File: config.mk
export PLATFORM = sky130hd
export DESIGN_NAME = i2c_master_register_access
export DESIGN_NICKNAME = d
export VERILOG_FILES = /design/src/i2cm_pkg.sv /design/src/i2c_master_register_access.sv /design/src/i2cm_wbuf.sv
export SDC_FILE = /design/constraint.sdc
export NUM_CORES = 1
export LEC_CHECK = 0
export BUFFER_PORTS_ARGS = -buffer_cell sky130_fd_sc_hd__buf_2
export CAP_MARGIN = 25
export CORE_UTILIZATION = 40
export CTS_BUF_LIST = sky130_fd_sc_hd__clkbuf_16
export DETAILED_ROUTE_END_ITERATION = 16
export GPL_ROUTABILITY_DRIVEN = 0
export HOLD_SLACK_MARGIN = 0.1
export PLACE_DENSITY = 0.65
export SETUP_SLACK_MARGIN = 0.1
export SYNTH_ARGS = -nofsm -noshare
export SYNTH_HDL_FRONTEND = slang
export SYNTH_SLANG_ARGS = --single-unit
File: constraint.sdc
create_clock -name clock -period 8.1 [get_ports clock]
set_clock_uncertainty 0.2 [all_clocks]
set_input_delay 0.405 -clock clock [delete_from_list [all_inputs] [get_ports clock]]
set_output_delay 0.405 -clock clock [all_outputs]
set_load 0.01 [all_outputs]
File: src/i2cm_pkg.sv
// Package for the I2C register-access master: phase codes, command codes,
// register indexes and default values. No dependencies.
package i2cm_pkg;

   localparam int BufferDepthDefault = 16;

   localparam logic [1:0] CMD_TICK  = 2'd0;
   localparam logic [1:0] CMD_LOAD  = 2'd1;
   localparam logic [1:0] CMD_WRITE = 2'd2;
   localparam logic [1:0] CMD_READ  = 2'd3;

   localparam logic [1:0] CSR_RETRY_WAIT  = 2'd0;
   localparam logic [1:0] CSR_RETRY_LIMIT = 2'd1;
   localparam logic [1:0] CSR_ACK_TIMEOUT = 2'd2;

   localparam logic [15:0] RETRY_WAIT_RESET  = 16'd5;
   localparam logic [2:0]  RETRY_LIMIT_RESET = 3'd5;
   localparam logic [7:0]  ACK_TIMEOUT_RESET = 8'd250;

   typedef enum logic [1:0] {
      K_ADDR_W = 2'd0, K_REG = 2'd1, K_DATA = 2'd2, K_ADDR_R = 2'd3
   } kind_type;

   typedef enum logic [22:0] {
      PH_IDLE       = 23'd1 << 0,
      PH_S1         = 23'd1 << 1,
      PH_S2         = 23'd1 << 2,
      PH_S3         = 23'd1 << 3,
      PH_S4         = 23'd1 << 4,
      PH_TX_SDA     = 23'd1 << 5,
      PH_TX_SCLH    = 23'd1 << 6,
      PH_TX_SCLL    = 23'd1 << 7,
      PH_ACK_REL    = 23'd1 << 8,
      PH_ACK_SCLH   = 23'd1 << 9,
      PH_ACK_SAMPLE = 23'd1 << 10,
      PH_RX_PREP    = 23'd1 << 11,
      PH_RX_SCLH    = 23'd1 << 12,
      PH_RX_SAMPLE  = 23'd1 << 13,
      PH_RA_SDA     = 23'd1 << 14,
      PH_RA_SCLH    = 23'd1 << 15,
      PH_RA_SCLL    = 23'd1 << 16,
      PH_P1         = 23'd1 << 17,
      PH_P2         = 23'd1 << 18,
      PH_P3         = 23'd1 << 19,
      PH_EP2        = 23'd1 << 20,
      PH_EP3        = 23'd1 << 21,
      PH_WAIT       = 23'd1 << 22
   } phase_type;

   // buffer read request from the sequencer to the buffer
   typedef struct packed {
      logic       rd;
      logic [7:0] idx;
   } buf_rd_type;

endpackage

File: src/i2c_master_register_access.sv
// Top level of the I2C register-access master: sequencer plus write buffer.
// Depends on i2cm_pkg and i2cm_wbuf.
//
//   channel | dir | handshake            | payload
//   req     | in  | req_tvalid/tready    | tuser=command, tdata=sda,dev,reg,cnt,byte
//   rsp     | out | rsp_tvalid/tready    | tlast=last_read, tdata=other results
//   csr     | in  | csr_wr_en            | csr_index, csr_wdata
//
// One word per cycle: every request word yields one response word in the next
// cycle. The write buffer is a memory with registered read data; the byte
// for the next data phase is prefetched while the ack is sampled, so no tick
// waits. Reset is synchronous and clears all control state; buffer contents are
// undefined until loaded. The response register holds while rsp_tready is low;
// req_tready then drops, so a stalled output stalls the input.
module i2c_master_register_access #(
   parameter int BUFFER_DEPTH = i2cm_pkg::BufferDepthDefault
) (
   input  logic        clock,
   input  logic        reset,
   input  logic        req_tvalid,
   output logic        req_tready,
   input  logic [1:0]  req_tuser,   // command
   input  logic [31:0] req_tdata,   // sda_in, device_address, register_address,
                                    // byte_count, data_byte
   output logic        rsp_tvalid,
   input  logic        rsp_tready,
   output logic        rsp_tlast,   // last_read
   output logic [15:0] rsp_tdata,   // scl_out, sda_out, read_valid, read_byte,
                                    // busy_res, done_res, status
   input  logic        csr_wr_en,
   input  logic [1:0]  csr_index,
   input  logic [15:0] csr_wdata
);
   localparam int AW = (BUFFER_DEPTH > 1) ? $clog2(BUFFER_DEPTH) : 1;
   localparam int PW = $clog2(BUFFER_DEPTH + 1);

   // unpack request word
   logic [1:0] cmd;
   logic       sda_in;
   logic [6:0] dev_in;
   logic [7:0] reg_in, cnt_in, byte_in;
   assign cmd     = req_tuser;
   assign sda_in  = req_tdata[0];
   assign dev_in  = req_tdata[7:1];
   assign reg_in  = req_tdata[15:8];
   assign cnt_in  = req_tdata[23:16];
   assign byte_in = req_tdata[31:24];

   // configuration
   logic [15:0] retry_wait_ff;
   logic [2:0]  retry_limit_ff;
   logic [7:0]  ack_timeout_ff;

   always_ff @(posedge clock) begin
      if (reset) begin
         retry_wait_ff  <= i2cm_pkg::RETRY_WAIT_RESET;
         retry_limit_ff <= i2cm_pkg::RETRY_LIMIT_RESET;
         ack_timeout_ff <= i2cm_pkg::ACK_TIMEOUT_RESET;
      end else if (csr_wr_en) begin
         case (csr_index)
            i2cm_pkg::CSR_RETRY_WAIT:  retry_wait_ff  <= csr_wdata;
            i2cm_pkg::CSR_RETRY_LIMIT: retry_limit_ff <= csr_wdata[2:0];
            i2cm_pkg::CSR_ACK_TIMEOUT: ack_timeout_ff <= csr_wdata[7:0];
            default: ;
         endcase
      end
   end

   // sequencer state
   i2cm_pkg::phase_type phase_ff, phase_in;
   i2cm_pkg::kind_type  kind_ff, kind_in;
   logic [3:0]  bitc_ff, bitc_in;
   logic [7:0]  shreg_ff, shreg_in;
   logic [7:0]  left_ff, left_in;
   logic [7:0]  ackw_ff, ackw_in;
   logic [2:0]  retry_ff, retry_in;
   logic [15:0] wait_ff, wait_in;
   logic [PW-1:0] lptr_ff, lptr_in;
   logic [6:0]  dev_ff, dev_in_r;
   logic [7:0]  reg_ff, reg_in_r;
   logic [7:0]  cnt_ff, cnt_in_r;
   logic        isrd_ff, isrd_in;
   logic        scl_ff, scl_in, sda_ff, sda_in_r;

   // response register
   logic        rsp_valid_ff;
   logic [15:0] rsp_data_ff, rsp_data_in;
   logic        rsp_last_ff, rsp_last_in;

   logic acc;
   assign req_tready = !rsp_valid_ff || rsp_tready;
   assign acc = req_tvalid && req_tready;

   // buffer ports
   logic                 wr_en;
   logic [7:0]           rd_data;
   i2cm_pkg::buf_rd_type rd_req;

   i2cm_wbuf #(.BUFFER_DEPTH(BUFFER_DEPTH)) u_wbuf (
      .clock   (clock),
      .wr_en   (wr_en),
      .wr_addr (lptr_ff[AW-1:0]),
      .wr_data (byte_in),
      .rd_req  (rd_req),
      .rd_data (rd_data)
   );

   // Prefetch: the data byte index is cnt - left; while the next phase may
   // consume a data byte (ack sample ahead of a data load), read it now.
   // In the ack phase, left is decremented for DATA before loading.
   logic [7:0] idx_now, idx_next;
   assign idx_now  = cnt_ff - left_ff;
   assign idx_next = cnt_ff - left_ff + 8'd1;
   assign rd_req.rd  = acc && (phase_ff == i2cm_pkg::PH_ACK_SAMPLE);
   assign rd_req.idx = (kind_ff == i2cm_pkg::K_DATA) ? idx_next : idx_now;

   // the prefetched byte is valid only if the index lies inside the buffer
   logic pf_ok_ff;
   always_ff @(posedge clock) begin
      if (rd_req.rd) begin
         pf_ok_ff <= {8'd0, rd_req.idx} < 16'(BUFFER_DEPTH);
      end
   end
   logic [7:0] data_byte_rd;
   assign data_byte_rd = pf_ok_ff ? rd_data : 8'd0;

   // a data byte enters the shift register in the cycle after the ack sample
   logic       load_pf_ff;
   logic [7:0] shreg_eff;
   assign shreg_eff = load_pf_ff ? data_byte_rd : shreg_ff;

   logic ph_idle;
   assign ph_idle = (phase_ff == i2cm_pkg::PH_IDLE);
   assign wr_en = acc && ph_idle && (cmd == i2cm_pkg::CMD_LOAD)
                  && ({{(32-PW){1'b0}}, lptr_ff} < 32'(BUFFER_DEPTH));

   logic       rv, last, done, st;
   logic [7:0] rb;
   logic [7:0] left_dec;
   logic [3:0] bitc_dec;

   always_comb begin
      phase_in = phase_ff;  kind_in = kind_ff;   bitc_in = bitc_ff;
      shreg_in = shreg_eff; left_in = left_ff;   ackw_in = ackw_ff;
      retry_in = retry_ff;  wait_in = wait_ff;   lptr_in = lptr_ff;
      dev_in_r = dev_ff;    reg_in_r = reg_ff;   cnt_in_r = cnt_ff;
      isrd_in  = isrd_ff;   scl_in = scl_ff;     sda_in_r = sda_ff;
      rv = 1'b0; rb = 8'd0; last = 1'b0; done = 1'b0; st = 1'b0;
      left_dec = left_ff - 8'd1;
      bitc_dec = bitc_ff - 4'd1;
      if (cmd != i2cm_pkg::CMD_TICK) begin
         if (ph_idle) begin
            if (cmd == i2cm_pkg::CMD_LOAD) begin
               if (wr_en) lptr_in = lptr_ff + PW'(1);
            end else begin
               isrd_in = (cmd == i2cm_pkg::CMD_READ);
               cnt_in_r = cnt_in;
               if (cmd == i2cm_pkg::CMD_WRITE) begin
                  if ({8'd0, cnt_in} > 16'(BUFFER_DEPTH)) cnt_in_r = 8'(BUFFER_DEPTH);
                  lptr_in = '0;
               end
               dev_in_r = dev_in;
               reg_in_r = reg_in;
               retry_in = '0;
               kind_in  = i2cm_pkg::K_ADDR_W;
               left_in  = cnt_in_r;
               phase_in = i2cm_pkg::PH_S1;
            end
         end
      end else begin
         case (phase_ff)
            i2cm_pkg::PH_S1: begin sda_in_r = 1'b1; phase_in = i2cm_pkg::PH_S2; end
            i2cm_pkg::PH_S2: begin scl_in = 1'b1; phase_in = i2cm_pkg::PH_S3; end
            i2cm_pkg::PH_S3: begin sda_in_r = 1'b0; phase_in = i2cm_pkg::PH_S4; end
            i2cm_pkg::PH_S4: begin
               scl_in = 1'b0;
               shreg_in = {dev_ff, kind_ff == i2cm_pkg::K_ADDR_R};
               bitc_in = 4'd8;
               phase_in = i2cm_pkg::PH_TX_SDA;
            end
            i2cm_pkg::PH_TX_SDA: begin
               sda_in_r = shreg_eff[7];
               shreg_in = {shreg_eff[6:0], 1'b0};
               phase_in = i2cm_pkg::PH_TX_SCLH;
            end
            i2cm_pkg::PH_TX_SCLH: begin scl_in = 1'b1; phase_in = i2cm_pkg::PH_TX_SCLL; end
            i2cm_pkg::PH_TX_SCLL: begin
               scl_in = 1'b0;
               bitc_in = bitc_dec;
               phase_in = (bitc_dec != 4'd0) ? i2cm_pkg::PH_TX_SDA : i2cm_pkg::PH_ACK_REL;
            end
            i2cm_pkg::PH_ACK_REL: begin
               sda_in_r = 1'b1; ackw_in = '0; phase_in = i2cm_pkg::PH_ACK_SCLH;
            end
            i2cm_pkg::PH_ACK_SCLH: begin scl_in = 1'b1; phase_in = i2cm_pkg::PH_ACK_SAMPLE; end
            i2cm_pkg::PH_ACK_SAMPLE: begin
               if (!sda_in) begin
                  scl_in = 1'b0;
                  // the data byte itself arrives next cycle from the buffer
                  case (kind_ff)
                     i2cm_pkg::K_ADDR_W: begin
                        kind_in = i2cm_pkg::K_REG;
                        shreg_in = reg_ff; bitc_in = 4'd8;
                        phase_in = i2cm_pkg::PH_TX_SDA;
                     end
                     i2cm_pkg::K_REG: begin
                        if (isrd_ff) begin
                           kind_in = i2cm_pkg::K_ADDR_R; phase_in = i2cm_pkg::PH_S1;
                        end else if (left_ff != 8'd0) begin
                           kind_in = i2cm_pkg::K_DATA; bitc_in = 4'd8;
                           phase_in = i2cm_pkg::PH_TX_SDA;
                        end else begin
                           phase_in = i2cm_pkg::PH_P1;
                        end
                     end
                     i2cm_pkg::K_DATA: begin
                        left_in = left_dec;
                        if (left_dec != 8'd0) begin
                           bitc_in = 4'd8; phase_in = i2cm_pkg::PH_TX_SDA;
                        end else begin
                           phase_in = i2cm_pkg::PH_P1;
                        end
                     end
                     default: begin
                        phase_in = (left_ff != 8'd0) ? i2cm_pkg::PH_RX_PREP
                                                     : i2cm_pkg::PH_P1;
                     end
                  endcase
               end else if (ackw_ff >= ack_timeout_ff) begin
                  sda_in_r = 1'b0; phase_in = i2cm_pkg::PH_EP2;
               end else begin
                  ackw_in = ackw_ff + 8'd1;
               end
            end
            i2cm_pkg::PH_RX_PREP: begin
               sda_in_r = 1'b1; scl_in = 1'b0; shreg_in = '0; bitc_in = 4'd8;
               phase_in = i2cm_pkg::PH_RX_SCLH;
            end
            i2cm_pkg::PH_RX_SCLH: begin scl_in = 1'b1; phase_in = i2cm_pkg::PH_RX_SAMPLE; end
            i2cm_pkg::PH_RX_SAMPLE: begin
               shreg_in = {shreg_ff[6:0], sda_in};
               scl_in = 1'b0;
               bitc_in = bitc_dec;
               if (bitc_dec != 4'd0) begin
                  phase_in = i2cm_pkg::PH_RX_SCLH;
               end else begin
                  rv = 1'b1; rb = shreg_in; last = (left_ff == 8'd1);
                  phase_in = i2cm_pkg::PH_RA_SDA;
               end
            end
            i2cm_pkg::PH_RA_SDA: begin
               sda_in_r = (left_ff == 8'd1); phase_in = i2cm_pkg::PH_RA_SCLH;
            end
            i2cm_pkg::PH_RA_SCLH: begin scl_in = 1'b1; phase_in = i2cm_pkg::PH_RA_SCLL; end
            i2cm_pkg::PH_RA_SCLL: begin
               scl_in = 1'b0; left_in = left_dec;
               phase_in = (left_dec != 8'd0) ? i2cm_pkg::PH_RX_PREP : i2cm_pkg::PH_P1;
            end
            i2cm_pkg::PH_P1: begin sda_in_r = 1'b0; phase_in = i2cm_pkg::PH_P2; end
            i2cm_pkg::PH_P2: begin scl_in = 1'b1; phase_in = i2cm_pkg::PH_P3; end
            i2cm_pkg::PH_P3: begin
               sda_in_r = 1'b1; done = 1'b1; phase_in = i2cm_pkg::PH_IDLE;
            end
            i2cm_pkg::PH_EP2: begin scl_in = 1'b1; phase_in = i2cm_pkg::PH_EP3; end
            i2cm_pkg::PH_EP3: begin
               sda_in_r = 1'b1;
               if (retry_wait_ff != 16'd0 && retry_ff < retry_limit_ff) begin
                  retry_in = retry_ff + 3'd1;
                  wait_in = retry_wait_ff;
                  phase_in = i2cm_pkg::PH_WAIT;
               end else begin
                  done = 1'b1; st = 1'b1; phase_in = i2cm_pkg::PH_IDLE;
               end
            end
            i2cm_pkg::PH_WAIT: begin
               wait_in = wait_ff - 16'd1;
               if (wait_in == 16'd0) begin
                  kind_in = i2cm_pkg::K_ADDR_W; left_in = cnt_ff;
                  phase_in = i2cm_pkg::PH_S1;
               end
            end
            default: phase_in = i2cm_pkg::PH_IDLE;
         endcase
      end
      rsp_data_in = {2'b00, st, done, phase_in != i2cm_pkg::PH_IDLE, rb, rv,
                     sda_in_r, scl_in};
      rsp_last_in = last;
   end

   always_ff @(posedge clock) begin
      if (reset) begin
         phase_ff <= i2cm_pkg::PH_IDLE; kind_ff <= i2cm_pkg::K_ADDR_W;
         bitc_ff <= '0; shreg_ff <= '0; left_ff <= '0; ackw_ff <= '0;
         retry_ff <= '0; wait_ff <= '0; lptr_ff <= '0;
         dev_ff <= '0; reg_ff <= '0; cnt_ff <= '0; isrd_ff <= 1'b0;
         scl_ff <= 1'b1; sda_ff <= 1'b1;
         rsp_valid_ff <= 1'b0; load_pf_ff <= 1'b0;
      end else begin
         if (acc) begin
            phase_ff <= phase_in; kind_ff <= kind_in; bitc_ff <= bitc_in;
            shreg_ff <= shreg_in; left_ff <= left_in; ackw_ff <= ackw_in;
            retry_ff <= retry_in; wait_ff <= wait_in; lptr_ff <= lptr_in;
            dev_ff <= dev_in_r; reg_ff <= reg_in_r; cnt_ff <= cnt_in_r;
            isrd_ff <= isrd_in; scl_ff <= scl_in; sda_ff <= sda_in_r;
            load_pf_ff <= rd_req.rd && !sda_in && kind_in == i2cm_pkg::K_DATA
                          && phase_in == i2cm_pkg::PH_TX_SDA;
         end else begin
            // hold the prefetched byte while the input stalls
            load_pf_ff <= 1'b0;
            if (load_pf_ff) begin
               shreg_ff <= data_byte_rd;
            end
         end
         if (acc) begin
            rsp_valid_ff <= 1'b1;
         end else if (rsp_tready) begin
            rsp_valid_ff <= 1'b0;
         end
      end
   end

   always_ff @(posedge clock) begin
      if (acc) begin
         rsp_data_ff <= rsp_data_in;
         rsp_last_ff <= rsp_last_in;
      end
   end

   assign rsp_tvalid = rsp_valid_ff;
   assign rsp_tdata  = rsp_data_ff;
   assign rsp_tlast  = rsp_last_ff;
endmodule

File: src/i2cm_wbuf.sv
// Write-byte buffer: one synchronous memory, one write port, one read port
// with registered read data. Depends on i2cm_pkg.
module i2cm_wbuf #(
   parameter int BUFFER_DEPTH = i2cm_pkg::BufferDepthDefault,
   localparam int AW = (BUFFER_DEPTH > 1) ? $clog2(BUFFER_DEPTH) : 1
) (
   input  logic                 clock,
   input  logic                 wr_en,
   input  logic [AW-1:0]        wr_addr,
   input  logic [7:0]           wr_data,
   input  i2cm_pkg::buf_rd_type rd_req,
   output logic [7:0]           rd_data
);
   logic [7:0] mem [BUFFER_DEPTH];
   logic [7:0] rd_data_ff;

   always_ff @(posedge clock) begin
      if (wr_en) begin
         mem[wr_addr] <= wr_data;
      end
      if (rd_req.rd) begin
         rd_data_ff <= mem[rd_req.idx[AW-1:0]];
      end
   end

   assign rd_data = rd_data_ff;
endmodule
==> results of run 1 <==
through the flow:
stage,hold slack [ns],total power [uW],util
detailed placement,0.2567,1968,0.4324
global route,0.1839,3430,0.4804
floorplan,0.2274,1846,-
finish,0.1592,3318,0.4804
global placement,0.2478,1960,0.4315
CTS,0.1474,3344,0.4802
worst max path at each step:
stage	slack, ns	start	end	cells past startpoint
2_1_floorplan	4.70	left_ff[0]	u_wbuf.rd_data[5]	10
4_1_cts	3.94	phase_ff[12]	left_ff[5]	7
3_3_place_gp	4.11	phase_ff[12]	left_ff[0]	7
3_5_place_dp	4.01	phase_ff[12]	left_ff[0]	7
6_report	3.90	phase_ff[12]	left_ff[5]	7
5_1_grt	3.67	phase_ff[12]	left_ff[7]	7
power by group:
| group | total, uW | switching (uW) | internal, uW |
|---|---|---|---|
| combinational | 402 | 232 | 169 |
| sequential | 1560 | 17.6 | 1540 |
| clock | 1350 | 572 | 782 |
cell usage in the layout, fill, tap and decap left out, types with 9 or more instances in the layout:
cell | netlist | final
sky130_fd_sc_hd__nand3_1 | 27 | 27
sky130_fd_sc_hd__nor3_1 | 34 | 34
sky130_fd_sc_hd__and3_1 | 17 | 17
sky130_fd_sc_hd__a21oi_1 | 98 | 98
sky130_fd_sc_hd__nand2b_1 | 15 | 15
sky130_fd_sc_hd__dlygate4sd3_1 | 0 | 65
sky130_fd_sc_hd__o21ai_1 | 17 | 17
sky130_fd_sc_hd__xnor2_1 | 16 | 15
sky130_fd_sc_hd__clkbuf_16 | 0 | 31
sky130_fd_sc_hd__buf_2 | 10 | 73
sky130_fd_sc_hd__clkinv_1 | 0 | 10
sky130_fd_sc_hd__or4_1 | 13 | 13
sky130_fd_sc_hd__nor2b_1 | 25 | 25
sky130_fd_sc_hd__buf_4 | 4 | 16
sky130_fd_sc_hd__mux4_2 | 32 | 32
sky130_fd_sc_hd__nand3b_1 | 12 | 12
sky130_fd_sc_hd__a31oi_1 | 10 | 10
sky130_fd_sc_hd__or3_1 | 20 | 20
sky130_fd_sc_hd__mux2i_1 | 14 | 13
sky130_fd_sc_hd__nand2_1 | 150 | 150
sky130_fd_sc_hd__ha_1 | 31 | 31
sky130_fd_sc_hd__nor2_1 | 101 | 101
sky130_fd_sc_hd__a211o_1 | 9 | 9
sky130_fd_sc_hd__o31ai_1 | 10 | 10
sky130_fd_sc_hd__and2_1 | 26 | 26
sky130_fd_sc_hd__inv_1 | 51 | 56
sky130_fd_sc_hd__edfxtp_1 | 152 | 152
sky130_fd_sc_hd__dfxtp_1 | 132 | 132
sky130_fd_sc_hd__nand4_1 | 13 | 13
sky130_fd_sc_hd__a211oi_1 | 24 | 24
sky130_fd_sc_hd__nor4_1 | 35 | 35
sky130_fd_sc_hd__o21ai_0 | 44 | 44
registers in the layout (all words and copies together), names as in the netlist, 14 cells and up:
register       count
wait_ff           16
rsp_tdata         14
u_wbuf.mem       128
retry_wait_ff     16
phase_ff          23
cell type report:
type | instances | area share
Inverter | 51 | 0.01179
Clock buffer | 31 | 0.04780
Timing Repair Buffer | 155 | 0.07169
Tap cell | 448 | 0.03454
Clock inverter | 24 | 0.01156
Sequential cell | 284 | 0.4440
Multi-Input combinational cell | 920 | 0.3786
critical path, stage by stage (launching register included):
cell and delay [ns]:
sky130_fd_sc_hd__dfxtp_1 0.35, sky130_fd_sc_hd__or4_4 0.61, sky130_fd_sc_hd__nor4_4 0.54, sky130_fd_sc_hd__and3_1 0.93, sky130_fd_sc_hd__o41ai_1 0.32, sky130_fd_sc_hd__a32oi_2 0.76
sky130_fd_sc_hd__a221oi_1 0.11, sky130_fd_sc_hd__a211oi_1 0.26
routing by layer:
metal	global-route usage	vias to the layer above	part of all wire
met4	0.07286	0	0.032
met5	0	-	0
met1	0.2822	5262	0.46
li1	-	5185	-
met2	0.3209	346	0.46
met3	0.02733	79	0.056
kinds of logic (layout without fill, tap and decap cells):
family / count (synthesis) / count (layout) / synth area share
DFF: 284 / 284 / 0.5217
and+or+nand+nor: 525 / 525 / 0.1984
buffers and inverters: 122 / 261 / 0.03515
other: 1 / 2 / 0.0002715
adders and majority gates: 32 / 32 / 0.02953
muxes: 47 / 47 / 0.06313
AOI/OAI and AO/OA: 292 / 292 / 0.1379
xor gates and xnor gates: 22 / 22 / 0.01395
==> out/qor.yml, run 1 <==
rows: 67
rr_worst_depth: 7
io_pins: 76
timing.rr.start: "phase_ff[12]"
synth_ff_type: "sky130_fd_sc_hd__edfxtp_1"
yosysUniqueCellTypes: 79
whs_endpoint: "retry_limit_ff[0]"
clkSinkCount: 284
fmax_mhz: 238.3
asyncSetResetFlopFracSynth: 0
max_slew.worst_pin.slew_ns: 1.037
port-buffer-count: 73
timing.critical_path.from_type: "register"
detail-route-antenna-nets: 0
data_required_critical_path_ns: 8.37
setup_viol_count_final: 0
post-dp-hpwl_microns: 24040
synth_seq_area_share: 0.5217
core_region_area_sq_um: 33780
floorplan_die_height_microns: 187.8
initial_utilization: 0.4089
grt_pass1_vias: 10646
status: "completed"
leading_area_contributor_after_synthesis: "sky130_fd_sc_hd__edfxtp_1"
period_share: 0.5180
finalNetCount: 1531
antenna_cells_inserted: 0
endpoint_kind: "register"
timing.final.max_slew_violations: 0
post_cts_resize_count: 0
criticalPathCategory: "reg2reg"
synthesis.instances: 1325
fp.dieArea_sq_um: 35280
netlist_top_cells_count: "152 x sky130_fd_sc_hd__edfxtp_1, 150 x sky130_fd_sc_hd__nand2_1, 132 x sky130_fd_sc_hd__dfxtp_1"
hp-start: "csr_wr_en"
stdcell_count: 1913
global_route.overflow_total: 0
synth_seq_cells: 284
critical_path_peak_fanout: 28
power.density_nw_per_um2: 204.4
clk_latency_ns: 0.57
layout_min_cycle_time_ns: 4.196
worst_ir_drop_vdd_mv: 0.1813
htree_num_levels: 1
pre_cts_ws_ns: 4.008
postLayoutCellArea_sq_um: 16230
timing.rr.end: "left_ff[5]"
post-synth-top-count-cell: "sky130_fd_sc_hd__edfxtp_1"
ctsRootBufferMaster: "sky130_fd_sc_hd__clkbuf_16"
vias: 10872
die_w_microns: 187.8
grt_setup_unrepaired: "no"
synth_edf_count: 152
area_growth_pct: 17.50
worst_hold_path.num_cells: 3
power_leakage_uw: 0.005862
wire_length_of_the_first_global_routing_pass_microns: 57350
setup.reg_to_reg.worst_slack_ns: 3.90
cts_hold_fix_bufs: 65
yosys_warnings: 0
cts_tree: "built"
number_of_buffers_inserted_to_repair_setup_after_cts: 0
cts_inserted_buffers: 30
final_critical_path_setup_slack_ns: 3.904
proportion_of_netlist_area_held_by_the_largest_area_contributor: 0.3304
place.detailed.instances: 1792
drt_iter0_markers: 974
fill_cells: 3047
worstHoldPathType: "in2reg"
drive_above_1_share: 0.1297
register_area_sq_um: 7207
setup-tns-final_ns: 0
max_root_sink_buffers: 3
syn-cell-area_sq_um: 13810
antenna_found_initial: 0
drt_pre_antenna_iters: 7
worst_slew_margin_rel: 0.3084
placed_instance_area_sq_um: 14610
routedWlPerCell_microns: 18.83
max-cap-violations: 0
area_of_combinational_cells_with_multiple_inputs_sq_um: 6145
clkTransAtPathRegs_ns: 0.06
grtUsageTotal: 0.2022
synth.avg_cell_area_sq_um: 10.43
synth.top_cells.by_area: "sky130_fd_sc_hd__edfxtp_1 33%, sky130_fd_sc_hd__dfxtp_1 19%, sky130_fd_sc_hd__mux4_2 5.2%"
grt_max_degree: 76
vias_cell: 5.683
timing.final.hold_violations: 0
cp_arrival_ns: 4.46
detail_route.wirelength_microns: 36030
drc: 0
(Power assumes the default switching activity.)
==> inputs of run 2 (changes only) <==
--- a/config.mk
+++ b/config.mk
@@ -12,7 +12,7 @@
 export DETAILED_ROUTE_END_ITERATION = 16
 export GPL_ROUTABILITY_DRIVEN = 0
 export HOLD_SLACK_MARGIN = 0.1
-export PLACE_DENSITY = 0.65
+export PLACE_DENSITY = 0.67
 export SETUP_SLACK_MARGIN = 0.1
 export SYNTH_ARGS = -nofsm -noshare
 export SYNTH_HDL_FRONTEND = slang
==> constraint.sdc (replaced) <==
create_clock -name clock -period 3.7 [get_ports clock]
set_clock_uncertainty 0.2 [all_clocks]
set_input_delay 0.185 -clock clock [delete_from_list [all_inputs] [get_ports clock]]
set_output_delay 0.185 -clock clock [all_outputs]
set_load 0.01 [all_outputs]
==> out/qor.yml, run 2 (synthesized netlist as in run 1, its figures left out) <==
antenna_cells_inserted: 0
power_leakage_uw: 0.006195
layout_min_cycle_time_ns: 3.386
place.detailed.instances: 1824
placed_instance_area_sq_um: 14840
drt_iter0_markers: 1104
rr_worst_depth: 8
global_route.overflow_total: 0
critical_path_peak_fanout: 16
ctsRootBufferMaster: "sky130_fd_sc_hd__clkbuf_16"
fill_cells: 2964
die_w_microns: 187.8
worst_slew_margin_rel: 0.4561
clkTransAtPathRegs_ns: 0.06
timing.rr.end: "dev_ff[5]"
rows: 67
setup_viol_count_final: 0
worst_ir_drop_vdd_mv: 0.4111
max-cap-violations: 0
floorplan_die_height_microns: 187.8
grtUsageTotal: 0.2016
worst_hold_path.num_cells: 3
top_register: "u_wbuf.mem"
max_ffs_per_register: 128
layout.cells.most_common: "sky130_fd_sc_hd__edfxtp_1"
drc: 0
timing.final.hold_violations: 0
criticalPathCategory: "reg2reg"
post-dp-hpwl_microns: 24340
drive_above_1_share: 0.1488
routedWlPerCell_microns: 18.12
vias: 11158
max_root_sink_buffers: 3
setup.reg_to_reg.worst_slack_ns: 0.31
period_share: 0.9152
power.density_nw_per_um2: 433.8
worstHoldPathType: "in2reg"
finalNetCount: 1596
cp_arrival_ns: 3.64
postLayoutCellArea_sq_um: 16820
antenna_found_initial: 0
port-buffer-count: 73
fp.dieArea_sq_um: 35280
timing.rr.start: "phase_ff[9]"
io_pins: 76
clk_latency_ns: 0.58
whs_endpoint: "ack_timeout_ff[5]"
area_of_combinational_cells_with_multiple_inputs_sq_um: 6146
cts_tree: "built"
initial_utilization: 0.4089
setup-tns-final_ns: 0
worst_setup_path_startpoint: "phase_ff[9]"
status: "completed"
timing.critical_path.from_type: "register"
fmax_mhz: 295.3
detail-route-antenna-nets: 0
cts_inserted_buffers: 31
timing.final.max_slew_violations: 0
detail_route.wirelength_microns: 35870
hp-start: "csr_wdata[5]"
max_slew.worst_pin.slew_ns: 0.8159
wire_length_of_the_first_global_routing_pass_microns: 57580
register_area_sq_um: 7207
grt_setup_unrepaired: "no"
htree_num_levels: 1
grt_pass1_vias: 10962
stdcell_count: 1980
drt_pre_antenna_iters: 8
data_required_critical_path_ns: 3.96
area_growth_pct: 21.78
vias_cell: 5.635
grt_max_degree: 63
reg_top3: "u_wbuf.mem: 128 flops, phase_ff: 23 flops"
core_region_area_sq_um: 33780
clkSinkCount: 284
final_cell_mix: "152 x sky130_fd_sc_hd__edfxtp_1, 150 x sky130_fd_sc_hd__nand2_1, 132 x sky130_fd_sc_hd__dfxtp_1"
endpoint_kind: "register"
[run 2: cell count changes in the layout (fill, tap and decap cells not counted), sizes merged]
cell / before / now
buf: 90 / 122
dlygate4sd3: 65 / 97
inv: 56 / 60
bufinv: 3 / 1
clkbuf: 31 / 33
clkinv: 15 / 14
[run 2: final cells by class]
class	count	share of cell area
Inverter	51	0.01138
Clock inverter	25	0.009447
Tap cell	448	0.03332
Sequential cell	284	0.4284
Clock buffer	33	0.04909
Timing Repair Buffer	219	0.1029
Multi-Input combinational cell	920	0.3654
[run 2: metrics by stage]
stage	power, uW	setup slack (ns)	util	hold slack (ns)
after CTS	7336	0.2040	0.4973	0.1890
after detailed placement	4306	0.2242	0.4394	0.2138
after global routing	7562	0.1819	0.4979	0.2068
after global placement	4285	0.3025	0.4394	0.2155
final	7296	0.3137	0.4979	0.2222
after floorplan	4042	0.3009	-	0.08387
[run 2: where the power goes]
part | internal, uW | switching, uW
logic | 406 | 504
registers | 3380 | 40.2
clock network | 1680 | 1280
total | 5470 | 1830
[run 2: worst max-delay path by stage]
stage / depth (start not counted) / endpoint / slack, ns
2_1_floorplan: 10 / u_wbuf.rd_data[5] / 0.30
3_3_place_gp: 9 / u_wbuf.rd_data[5] / 0.30
3_5_place_dp: 9 / u_wbuf.rd_data[0] / 0.22
4_1_cts: 8 / dev_ff[5] / 0.20
5_1_grt: 10 / left_ff[1] / 0.18
6_report: 8 / dev_ff[5] / 0.31
[run 2: worst max-delay path: stages (launching register included)]
cell	delay [ns]
sky130_fd_sc_hd__dfxtp_1	0.39
sky130_fd_sc_hd__or4_4	0.60
sky130_fd_sc_hd__nor4_4	0.33
sky130_fd_sc_hd__buf_4	0.22
sky130_fd_sc_hd__and4_2	0.40
sky130_fd_sc_hd__buf_4	0.28
sky130_fd_sc_hd__mux2i_1	0.20
sky130_fd_sc_hd__nor2_1	0.05
sky130_fd_sc_hd__dlygate4sd3_1	0.58
[run 2: metal layers]
layer	share of wire	up-vias	global-route usage	wire (microns)
li1	-	5302	-	-
met1	0.43	5330	0.2692	15580
met2	0.47	436	0.3360	16880
met3	0.064	90	0.02714	2296
met4	0.031	0	0.06911	1111
met5	0	-	0	0
[run 2: timing repair]
item	in CTS	in global routing
hold buffers	97	0
endpoints found under the setup margin	0	8
gates resized for setup	0	1
setup buffers	0	1
endpoints found under the hold margin	214	0
==> inputs of run 3 (changes only) <==
--- a/config.mk
+++ b/config.mk
@@ -7,12 +7,14 @@
 export LEC_CHECK = 0
 export BUFFER_PORTS_ARGS = -buffer_cell sky130_fd_sc_hd__buf_2
 export CAP_MARGIN = 25
-export CORE_UTILIZATION = 40
+export CELL_PAD_IN_SITES_DETAIL_PLACEMENT = 1
+export CELL_PAD_IN_SITES_GLOBAL_PLACEMENT = 2
+export CORE_UTILIZATION = 35
 export CTS_BUF_LIST = sky130_fd_sc_hd__clkbuf_16
 export DETAILED_ROUTE_END_ITERATION = 16
 export GPL_ROUTABILITY_DRIVEN = 0
 export HOLD_SLACK_MARGIN = 0.1
-export PLACE_DENSITY = 0.67
+export PLACE_DENSITY = 0.82
 export SETUP_SLACK_MARGIN = 0.1
 export SYNTH_ARGS = -nofsm -noshare
 export SYNTH_HDL_FRONTEND = slang
==> out/qor.yml, run 3 (synthesized netlist as in run 1, its figures left out) <==
status: "completed"
reg_top3: "u_wbuf.mem: 128 flops, phase_ff: 23 flops"
cts_inserted_buffers: 34
postLayoutCellArea_sq_um: 17010
endpoint_kind: "register"
pre_cts_ws_ns: 0.2602
io_pins: 76
drc: 0
initial_utilization: 0.3558
setup-tns-final_ns: 0
post-dp-hpwl_microns: 28940
port-buffer-count: 73
placed_instance_area_sq_um: 15010
max_ffs_per_register: 128
global_route.overflow_total: 0
floorplan_die_height_microns: 200.7
worst_slew_margin_rel: 0.5327
criticalPathCategory: "reg2reg"
rr_worst_depth: 7
timing.rr.start: "phase_ff[17]"
wire_length_of_the_first_global_routing_pass_microns: 67710
data_required_critical_path_ns: 3.77
power.density_nw_per_um2: 451.9
clkTransAtPathRegs_ns: 0.06
grt_setup_unrepaired: "no"
layout_min_cycle_time_ns: 3.418
antenna_cells_inserted: 0
area_growth_pct: 23.12
max_root_sink_buffers: 3
fmax_mhz: 292.5
period_share: 0.9239
critical_path_peak_fanout: 7
cp_arrival_ns: 3.48
max_slew.worst_pin.slew_ns: 0.6937
grtUsageTotal: 0.2154
finalNetCount: 1598
final_critical_path_setup_slack_ns: 0.2816
drt_pre_antenna_iters: 5
cts_tree: "built"
worst_ir_drop_vdd_mv: 0.3911
detail-route-antenna-nets: 0
timing.critical_path.from_type: "register"
layout.cells.most_common: "sky130_fd_sc_hd__edfxtp_1"
setup_viol_count_final: 0
grt_max_degree: 58
final_cell_mix: "152 x sky130_fd_sc_hd__edfxtp_1, 150 x sky130_fd_sc_hd__nand2_1, 132 x sky130_fd_sc_hd__dfxtp_1"
core_region_area_sq_um: 38830
drt_iter0_markers: 561
worstHoldPathType: "in2reg"
rows: 72
fp.dieArea_sq_um: 40260
drive_above_1_share: 0.1551
ctsRootBufferMaster: "sky130_fd_sc_hd__clkbuf_16"
setup_crit_end: "u_wbuf.mem[9][6]"
routedWlPerCell_microns: 21.02
clkSinkCount: 284
antenna_found_initial: 1
timing.final.max_slew_violations: 0
timing.final.hold_violations: 0
worst_setup_path_startpoint: "phase_ff[17]"
die_w_microns: 200.7
max-cap-violations: 0
grt_pass1_vias: 11827
top_register: "u_wbuf.mem"
detail_route.wirelength_microns: 43140
clk_latency_ns: 0.57
timing.rr.end: "u_wbuf.mem[9][6]"
htree_num_levels: 2
vias_cell: 5.559
vias: 11408
setup.reg_to_reg.worst_slack_ns: 0.28
power_leakage_uw: 0.006210
-- run 3: routing by layer --
metal | GRT usage | part of all wire | routed length, microns | up-vias
met5 | 0 | 0.00030 | 13 | -
met4 | 0.07906 | 0.030 | 1279 | 2
met3 | 0.03604 | 0.052 | 2228 | 89
met2 | 0.3626 | 0.48 | 20800 | 295
met1 | 0.2783 | 0.44 | 18820 | 5703
li1 | - | - | - | 5319
-- run 3: layout make-up --
class,instances,area [sq um]
tap,518,648.1
sequential,284,7207
clock buffer,34,850.8
timing repair buffer,218,1692
clock inverter,27,261.5
fill,4290,21820
multi-input combinational,920,6156
inverter,51,191.4
-- run 3: how the worst min path moves through the flow --
stage             startpoint                 to  slack (ns)  cells past startpoint
2_1_floorplan  req_tdata[24]   u_wbuf.mem[0][0]        0.08                      0
3_3_place_gp    csr_wdata[3]  ack_timeout_ff[3]        0.21                      2
3_5_place_dp    csr_wdata[3]  ack_timeout_ff[3]        0.21                      2
4_1_cts           rsp_tready         kind_ff[1]        0.13                      6
5_1_grt           rsp_tready         kind_ff[0]        0.20                      5
6_report          rsp_tready         kind_ff[1]        0.16                      6
-- run 3: through the flow --
step             util  total power (uW)  hold WS [ns]  instances
2_1_floorplan       -              4042       0.08387       1326
3_3_place_gp   0.3865              4305        0.2097       1904
3_5_place_dp   0.3867              4338        0.2135       1905
4_1_cts        0.4370              7743        0.1266       2050
5_1_grt        0.4380              7950        0.2047       2052
6_report       0.4380              7684        0.1585       2052
-- run 3: power breakdown --
| group | leakage [uW] | total (uW) | switching, uW | internal [uW] |
|---|---|---|---|---|
| clock | 0.000563 | 3330 | 1420 | 1910 |
| combinational | 0.00320 | 932 | 528 | 404 |
| sequential | 0.00245 | 3420 | 40.9 | 3380 |
| total | 0.00621 | 7680 | 1990 | 5700 |
-- run 3: worst max-delay path, cell delays in order, from the launching register on --
cell and delay (ns):
sky130_fd_sc_hd__dfxtp_1 0.38, sky130_fd_sc_hd__or4_1 0.70, sky130_fd_sc_hd__nor4_4 0.26, sky130_fd_sc_hd__buf_4 0.24, sky130_fd_sc_hd__nand4_1 0.20, sky130_fd_sc_hd__nor3b_1 0.48, sky130_fd_sc_hd__and2_1 0.43, sky130_fd_sc_hd__buf_4 0.24
-- run 3: what timing repair did --
item                                   in CTS  in global routing
resized for setup                           0                  1
setup endpoints to repair                   0                  6
hold buffers                               84                  0
endpoints found under the hold margin     221                  0
buffers inserted                            0                  2
